**src/hdl/ssd_pkg.sv**
```systemverilog
`default_nettype none
package ssd_pkg;

   localparam int MAX_RECORDS = 64;
   localparam int IDX_W       = $clog2(MAX_RECORDS);
   localparam int CNT_W       = $clog2(MAX_RECORDS + 1);
   localparam int KEY_W       = 23;

   typedef struct packed {
      logic [13:0] sale_year;
      logic [3:0]  sale_month;
      logic [4:0]  sale_day;
      logic [15:0] vehicle_code;
      logic [15:0] seller_code;
      logic        is_last;
   } req_word_type;

   typedef struct packed {
      logic [13:0] out_year;
      logic [3:0]  out_month;
      logic [4:0]  out_day;
      logic [15:0] out_vehicle;
      logic [15:0] out_seller;
      logic        out_last;
      logic        overflow;
   } rsp_word_type;

   // one stored record, 55 bits
   typedef struct packed {
      logic [13:0] year;
      logic [3:0]  month;
      logic [4:0]  day;
      logic [15:0] vehicle;
      logic [15:0] seller;
   } record_type;

   typedef struct packed {
      logic load;        // input word accepted
      logic scan_start;  // last word accepted, begin first scan
      logic scan_issue;  // read next entry of the scan
      logic fetch;       // read the winning entry
      logic capture;     // load output register, mark entry taken
      logic emit_done;   // output word taken
   } ssd_cmd_type;

   typedef struct packed {
      logic scan_end;    // scan pointer on the last stored entry
      logic run_last;    // output register holds the last word of the run
   } ssd_status_type;

   // year, month, day packed so unsigned order is date order
   function automatic logic [KEY_W-1:0] date_key(record_type r);
      return {r.year, r.month, r.day};
   endfunction

endpackage
`default_nettype wire

```
**src/hdl/ssd_if.sv**
```systemverilog
`default_nettype none
interface req_if;
   import ssd_pkg::*;
   logic         valid;
   logic         ready;
   req_word_type data;
   modport source (output valid, output data, input ready);
   modport sink (input valid, input data, output ready);
endinterface

interface rsp_if;
   import ssd_pkg::*;
   logic         valid;
   logic         ready;
   rsp_word_type data;
   modport source (output valid, output data, input ready);
   modport sink (input valid, input data, output ready);
endinterface
`default_nettype wire

```
**src/hdl/sales_record_date_sorter.sv**
```systemverilog
`default_nettype none
// Sale record date sorter. Records come in one word per cycle on req_port
// while req_ready is high and are written in arrival order into a 64-entry
// store (MAX_RECORDS in ssd_pkg). A word with is_last set is stored like any
// other and then closes the set: the block stops taking words and emits every
// stored record on rsp_port in ascending date order (year, then month, then
// day, compared as unsigned fields), equal dates in arrival order. out_last
// marks the final word of the run; overflow is high on every word of a run in
// which records arrived with the store full and were dropped (a last word that
// finds the store full is dropped too, yet still starts the run). After the
// final word is taken the store is empty and req_ready rises again.
// Sorting is a selection pass over the store, which has one read port: each
// output word costs one scan of all n stored records, one memory read each,
// followed by the DRAIN, FETCH and CAPTURE states; the word is then offered
// in EMIT and held there while rsp_ready is low.
module sales_record_date_sorter import ssd_pkg::*; (
   input wire logic clock,
   input wire logic reset,
   req_if.sink      req_port,
   rsp_if.source    rsp_port
);

   ssd_cmd_type    cmd;
   ssd_status_type status;
   logic           req_ready;
   logic           rsp_valid;
   rsp_word_type   rsp_word;

   // sequencer: load / scan / drain / fetch / capture / emit
   ssd_ctrl u_ctrl (
      .clock       (clock),
      .reset       (reset),
      .req_valid   (req_port.valid),
      .req_is_last (req_port.data.is_last),
      .req_ready   (req_ready),
      .rsp_valid   (rsp_valid),
      .rsp_ready   (rsp_port.ready),
      .status      (status),
      .cmd         (cmd)
   );

   // record store, min-search registers, taken flags, output register
   ssd_datapath u_datapath (
      .clock    (clock),
      .reset    (reset),
      .cmd      (cmd),
      .req_word (req_port.data),
      .status   (status),
      .rsp_word (rsp_word)
   );

   assign req_port.ready = req_ready;
   assign rsp_port.valid = rsp_valid;
   assign rsp_port.data  = rsp_word;

endmodule
`default_nettype wire

```
**src/hdl/ssd_datapath.sv**
```systemverilog
`default_nettype none
module ssd_datapath import ssd_pkg::*; (
   input  wire logic           clock,
   input  wire logic           reset,
   input  wire ssd_cmd_type    cmd,
   input  wire req_word_type   req_word,
   output ssd_status_type      status,
   output rsp_word_type        rsp_word
);

   record_type             mem [MAX_RECORDS];
   record_type             rd_data_ff;
   record_type             wr_rec;
   logic [IDX_W-1:0]       rd_addr;
   logic [IDX_W-1:0]       rd_idx_ff;
   logic                   cmp_valid_ff;
   logic [CNT_W-1:0]       count_ff;
   logic [CNT_W-1:0]       emit_cnt_ff;
   logic                   dropped_ff;
   logic [IDX_W-1:0]       scan_idx_ff;
   logic [IDX_W-1:0]       best_idx_ff;
   logic [KEY_W-1:0]       best_key_ff;
   logic                   best_valid_ff;
   logic [MAX_RECORDS-1:0] taken_ff;
   rsp_word_type           rsp_ff;
   logic                   wr_en;
   logic                   better;
   logic                   run_done;

   assign wr_rec = '{year:    req_word.sale_year,
                     month:   req_word.sale_month,
                     day:     req_word.sale_day,
                     vehicle: req_word.vehicle_code,
                     seller:  req_word.seller_code};

   assign wr_en    = cmd.load && (count_ff < CNT_W'(MAX_RECORDS));
   assign rd_addr  = cmd.fetch ? best_idx_ff : scan_idx_ff;
   assign run_done = cmd.emit_done && rsp_ff.out_last;

   // strict less-than: the earliest of equal dates wins, keeping arrival order
   assign better = cmp_valid_ff && !taken_ff[rd_idx_ff] &&
                   (!best_valid_ff || (date_key(rd_data_ff) < best_key_ff));

   always_ff @(posedge clock) begin
      if (wr_en) begin
         mem[count_ff[IDX_W-1:0]] <= wr_rec;
      end
      rd_data_ff <= mem[rd_addr];
   end

   always_ff @(posedge clock) begin
      rd_idx_ff <= scan_idx_ff;
      if (better) begin
         best_idx_ff <= rd_idx_ff;
         best_key_ff <= date_key(rd_data_ff);
      end
      if (cmd.capture) begin
         rsp_ff.out_year    <= rd_data_ff.year;
         rsp_ff.out_month   <= rd_data_ff.month;
         rsp_ff.out_day     <= rd_data_ff.day;
         rsp_ff.out_vehicle <= rd_data_ff.vehicle;
         rsp_ff.out_seller  <= rd_data_ff.seller;
         rsp_ff.out_last    <= ((emit_cnt_ff + CNT_W'(1)) == count_ff);
         rsp_ff.overflow    <= dropped_ff;
      end
   end

   always_ff @(posedge clock) begin
      if (reset) begin
         cmp_valid_ff  <= 1'b0;
         count_ff      <= '0;
         emit_cnt_ff   <= '0;
         dropped_ff    <= 1'b0;
         scan_idx_ff   <= '0;
         best_valid_ff <= 1'b0;
         taken_ff      <= '0;
      end else begin
         cmp_valid_ff <= cmd.scan_issue;

         if (run_done) begin
            count_ff <= '0;
         end else if (wr_en) begin
            count_ff <= count_ff + CNT_W'(1);
         end

         if (run_done) begin
            dropped_ff <= 1'b0;
         end else if (cmd.load && !wr_en) begin
            dropped_ff <= 1'b1;
         end

         if (run_done) begin
            taken_ff <= '0;
         end else if (cmd.capture) begin
            taken_ff[best_idx_ff] <= 1'b1;
         end

         if (cmd.scan_start || cmd.emit_done) begin
            scan_idx_ff   <= '0;
            best_valid_ff <= 1'b0;
         end else begin
            if (cmd.scan_issue) begin
               scan_idx_ff <= scan_idx_ff + IDX_W'(1);
            end
            if (better) begin
               best_valid_ff <= 1'b1;
            end
         end

         if (cmd.scan_start) begin
            emit_cnt_ff <= '0;
         end else if (cmd.capture) begin
            emit_cnt_ff <= emit_cnt_ff + CNT_W'(1);
         end
      end
   end

   assign status.scan_end = (CNT_W'(scan_idx_ff) == (count_ff - CNT_W'(1)));
   assign status.run_last = rsp_ff.out_last;
   assign rsp_word        = rsp_ff;

endmodule
`default_nettype wire

```
**src/hdl/ssd_ctrl.sv**
```systemverilog
`default_nettype none
module ssd_ctrl import ssd_pkg::*; (
   input  wire logic           clock,
   input  wire logic           reset,
   input  wire logic           req_valid,
   input  wire logic           req_is_last,
   output logic                req_ready,
   output logic                rsp_valid,
   input  wire logic           rsp_ready,
   input  wire ssd_status_type status,
   output ssd_cmd_type         cmd
);

   typedef enum logic [2:0] {
      LOAD,
      SCAN,
      DRAIN,
      FETCH,
      CAPTURE,
      EMIT
   } state_type;

   state_type state_ff;

   assign req_ready = (state_ff == LOAD);
   assign rsp_valid = (state_ff == EMIT);

   assign cmd.load       = req_ready && req_valid;
   assign cmd.scan_start = cmd.load && req_is_last;
   assign cmd.scan_issue = (state_ff == SCAN);
   assign cmd.fetch      = (state_ff == FETCH);
   assign cmd.capture    = (state_ff == CAPTURE);
   assign cmd.emit_done  = rsp_valid && rsp_ready;

   always_ff @(posedge clock) begin
      if (reset) begin
         state_ff <= LOAD;
      end else begin
         unique case (state_ff)
            LOAD: begin
               if (req_valid && req_is_last) begin
                  state_ff <= SCAN;
               end
            end
            SCAN: begin
               if (status.scan_end) begin
                  state_ff <= DRAIN;
               end
            end
            DRAIN:   state_ff <= FETCH;
            FETCH:   state_ff <= CAPTURE;
            CAPTURE: state_ff <= EMIT;
            EMIT: begin
               if (rsp_ready) begin
                  state_ff <= status.run_last ? LOAD : SCAN;
               end
            end
            default: state_ff <= LOAD;
         endcase
      end
   end

endmodule
`default_nettype wire

```
**src/flat_wrapper.sv**
```systemverilog
// flat-port wrapper written by rule: the top's interface ports become plain ports
module sales_record_date_sorter_flat import ssd_pkg::*;
  (clock, reset, req_port_valid, req_port_data, req_port_ready, rsp_port_valid, rsp_port_data, rsp_port_ready);
  req_if req_port_i ();
  rsp_if rsp_port_i ();
  input wire logic clock;
  input wire logic reset;
  input wire logic [$bits(req_port_i.valid)-1:0] req_port_valid;
  input wire logic [$bits(req_port_i.data)-1:0] req_port_data;
  output wire logic [$bits(req_port_i.ready)-1:0] req_port_ready;
  output wire logic [$bits(rsp_port_i.valid)-1:0] rsp_port_valid;
  output wire logic [$bits(rsp_port_i.data)-1:0] rsp_port_data;
  input wire logic [$bits(rsp_port_i.ready)-1:0] rsp_port_ready;
  assign req_port_i.valid = req_port_valid;
  assign req_port_i.data = req_port_data;
  assign req_port_ready = req_port_i.ready;
  assign rsp_port_valid = rsp_port_i.valid;
  assign rsp_port_data = rsp_port_i.data;
  assign rsp_port_i.ready = rsp_port_ready;
  sales_record_date_sorter u_core (.clock(clock), .reset(reset), .req_port(req_port_i), .rsp_port(rsp_port_i));
endmodule
```
**config.mk**
```make
export PLATFORM = sky130hd
export DESIGN_NAME = sales_record_date_sorter_flat
export DESIGN_NICKNAME = d
export VERILOG_FILES = /design/src/hdl/ssd_pkg.sv /design/src/hdl/ssd_if.sv /design/src/hdl/sales_record_date_sorter.sv /design/src/hdl/ssd_datapath.sv /design/src/hdl/ssd_ctrl.sv /design/src/flat_wrapper.sv
export SDC_FILE = /design/constraint.sdc
export NUM_CORES = 2
export LEC_CHECK = 0
export BUFFER_PORTS_ARGS = -buffer_cell sky130_fd_sc_hd__buf_2
export CAP_MARGIN = 20
export CORE_UTILIZATION = 65
export CTS_CLUSTER_DIAMETER = 120
export DETAILED_ROUTE_END_ITERATION = 8
export PLACE_DENSITY_LB_ADDON = 0.08
export SLEW_MARGIN = 5
export SYNTH_ARGS = -nofsm -noshare
export SYNTH_HDL_FRONTEND = slang
export SYNTH_SLANG_ARGS = --single-unit
export TNS_END_PERCENT = 1
```
**constraint.sdc**
```tcl
create_clock -name clock -period 10.7 [get_ports clock]
set_input_delay 2.675 -clock clock [delete_from_list [all_inputs] [get_ports clock]]
set_output_delay 2.675 -clock clock [all_outputs]
set_load 0.01 [all_outputs]
```
==> results.cfg <==
[grt]
antenna_found_initial = 17
grt_pass1_wl_um = 522000
grt-ovfl-total = 0
grt_max_degree = 125
grt_usage_pct = 33.3
grt_pass1_vias = 73500

[sta]
setup_viol = 0
drv_slew = 0
slew_headroom_pct = 14.1
setup_ws_ns = 4.79
post-route-min-period_ns = 5.91
finalClockSkew_ns = 0.0590
fin_crit_sh_pct = 55.2
worst_pin_slew_ns = 1.27
fmax_mhz = 169
grt_setup_unrepaired = no
fin_tns_setup_ns = 0
hold_viol = 0

[power]
p_seq_share_pct = 53.7
powerDensity_nw_per_um2 = 190
worst_ir_drop_vdd_mv = 0.230
power.total_mw = 30.4
swShare_pct = 20.7
clkPwrFrac_pct = 42.2
p_leak_nw = 62.1
p_int_mw = 24.1
pwr-share-comb_pct = 4.1
p_sw_mw = 6.29

[setup_path]
critPathRequiredTime_ns = 11.30
crit_type = input port to register
cp_max_fo = 30
cp.arrival_ns = 6.51
ff2ff_path_depth = 9
endpoint_kind = register
r2r_setup_slack_ns = 4.91
cp-start-kind = input port

[clock_network]
insertion_delay_ns = 0.99
tritoncts.num_buffers = 377
htree_num_levels = 5
cts_resized = 0
clk_root_buffer_cell = clkbuf_16
clk_pin_slew_worst_paths_ns = 0.06
clock-sinks = 3757
postCtsSetupRepairBufs = 0
postCtsHoldBufs = 0
cts_tree = done
clockBufferDepth = 4

[logic_synthesis]
synth_nets = 7720
synth_top_flop_cell = edfxtp_1
synth_enable_flop_cells = 3606
synth_area_per_cell_um2 = 18.6
ys_ff_latch = 3757
async_flop_share_pct = 0
yosys_warnings = 0
ys_types = 54
netlist_instances = 7634
syn-cell-area_um2 = 142000
ys_seq_area_share_pct = 78.3

[placed_design]
port_buffers = 118
post_dp_cell_area_um2 = 147000
gp_congestion = 0.866
pre_cts_ws_ns = 3.93
dp_hpwl_um = 207000

[finish]
drive_above_1_share_pct = 12.8
fin_area_um2 = 159000
layout_common_cells = edfxtp_1, mux2i_1, o22ai_1
area_delta_synth_final_pct = 12.2
fin_nets = 8061
final_core_util_pct = 73.4
layout_commonest_cell = edfxtp_1

[route]
wl_per_cell_um = 33.4
drc = 0
vias = 75600
drt_iter0_markers = 9118
via_per_inst = 6.80
first_pass_iters = 8
ant_nets = 0
drt-total-wl_um = 371000

[floorplan]
core_area_um2 = 217000
die_area_um2 = 220000
die_y_um = 470
die_x_um = 470
num_io_pins = 119
num_rows = 171
start_util_pct = 65.4

[outcome]
outcome = completed

[min_path]
min_path_type = register to register
whs_path_depth = 0

[flow_run]
maxCapViolCount = 0
-- per-layer routing --
metal  GRT usage [%]  part of all wire [%]  vias up
met4            15.2                   4.8       18
li1                -                     -    31900
met2            53.0                    48     3990
met1            45.3                    38    39000
met3            6.13                   9.2      707
met5               0                 0.030        -
-- cells in the mapped netlist (all sizes together) (2+ instances only) --
cell type | instances | share of area (%)
a211oi | 2 | 0.011
a21o | 5 | 0.026
a21oi | 72 | 0.25
a31oi | 7 | 0.031
and3b | 3 | 0.018
buf | 267 | 1.1
clkbuf | 179 | 0.47
dfxtp | 151 | 2.1
edfxtp | 3606 | 76
ha | 26 | 0.23
inv | 32 | 0.085
mux2 | 2 | 0.016
mux2i | 1770 | 12
mux4 | 19 | 0.30
nand2 | 26 | 0.069
nand2b | 11 | 0.048
nand3 | 16 | 0.056
nand3b | 3 | 0.016
nand4 | 64 | 0.28
nor2 | 174 | 0.46
nor2b | 7 | 0.031
nor3 | 11 | 0.039
nor3b | 3 | 0.016
o21a | 2 | 0.011
o21ai | 13 | 0.046
o22ai | 880 | 3.9
o31ai | 3 | 0.016
o41ai | 220 | 1.4
or3 | 7 | 0.031
xnor2 | 21 | 0.13
xor2 | 13 | 0.080
-- worst paths after layout --
path                                                    endpoint                             from
worst max-delay path                u_core.u_datapath.mem[1][32]                   req_port_valid
worst min-delay path               u_core.u_datapath.rsp_word[9]  u_core.u_datapath.rd_data_ff[7]
worst max register to register  u_core.u_datapath.rd_data_ff[16]        u_core.u_ctrl.state_ff[1]
worst min register to register     u_core.u_datapath.rsp_word[9]  u_core.u_datapath.rd_data_ff[7]
-- stage by stage --
| stage | hold slack [ns] | instances |
|---|---|---|
| 3_3_place_gp | 0.390 | 10400 |
| 6_report | 0.404 | 11100 |
| 5_1_grt | 0.409 | 11100 |
| 4_1_cts | 0.404 | 11100 |
| 2_1_floorplan | 0.329 | 7634 |
| 3_5_place_dp | 0.391 | 10400 |
-- kinds of logic (layout without fill, tap and decap cells) --
| group | count (synthesis) | count (layout) | synth area share (%) |
|---|---|---|---|
| adders and majority gates | 26 | 26 | 0.229 |
| and+or+nand+nor | 332 | 332 | 1.10 |
| DFF | 3757 | 3757 | 78.3 |
| xor gates and xnor gates | 34 | 34 | 0.210 |
| buffers and inverters | 478 | 1102 | 1.65 |
| AOI/OAI and AO/OA | 1216 | 1216 | 5.70 |
| muxes | 1791 | 1791 | 12.8 |
| other | 0 | 6 | 0 |
-- power groups by stage --
| stage | Sequential, mW | Combinational, mW | Clock (mW) |
|---|---|---|---|
| 2_1_floorplan | 16.6 | 0.598 | 0 |
| 3_3_place_gp | 16.6 | 1.19 | 0 |
| 3_5_place_dp | 16.6 | 1.22 | 0 |
| 4_1_cts | 16.3 | 1.22 | 12.9 |
| 5_1_grt | 16.3 | 1.28 | 13.4 |
| 6_report | 16.3 | 1.23 | 12.8 |
-- layout make-up --
| class | count | area (µm²) |
|---|---|---|
| Sequential cell | 3757 | 111000 |
| Clock buffer | 493 | 10300 |
| Tap cell | 2854 | 3570 |
| Antenna cell | 6 | 15.0 |
| Timing Repair Buffer | 408 | 3150 |
| Clock inverter | 169 | 1570 |
| Fill cell | 12600 | 57700 |
| Multi-Input combinational cell | 3399 | 29400 |
| Inverter | 32 | 120 |
-- state kept, by name (all words and copies together), names as in the netlist --
register / count
u_core.u_datapath.best_valid_ff: 1
u_core.u_datapath.rd_data_ff: 55
u_core.u_datapath.dropped_ff: 1
u_core.u_datapath.rd_idx_ff: 6
u_core.u_datapath.taken_ff: 64
u_core.u_datapath.best_idx_ff: 6
u_core.u_datapath.scan_idx_ff: 6
u_core.u_ctrl.state_ff: 3
u_core.u_datapath.rsp_word: 57
u_core.u_datapath.mem: 3520
u_core.u_datapath.cmp_valid_ff: 1
u_core.u_datapath.best_key_ff: 23
u_core.u_datapath.count_ff: 7
u_core.u_datapath.emit_cnt_ff: 7
-- worst max-delay path: stages --
cell,delay (ns)
buf_2,0.09
nor4b_1,0.54
and2b_1,0.36
nor2b_1,0.30
nand2_1,0.62
nor2_4,1.12
buf_4,0.71
(Power assumes the default switching activity.)
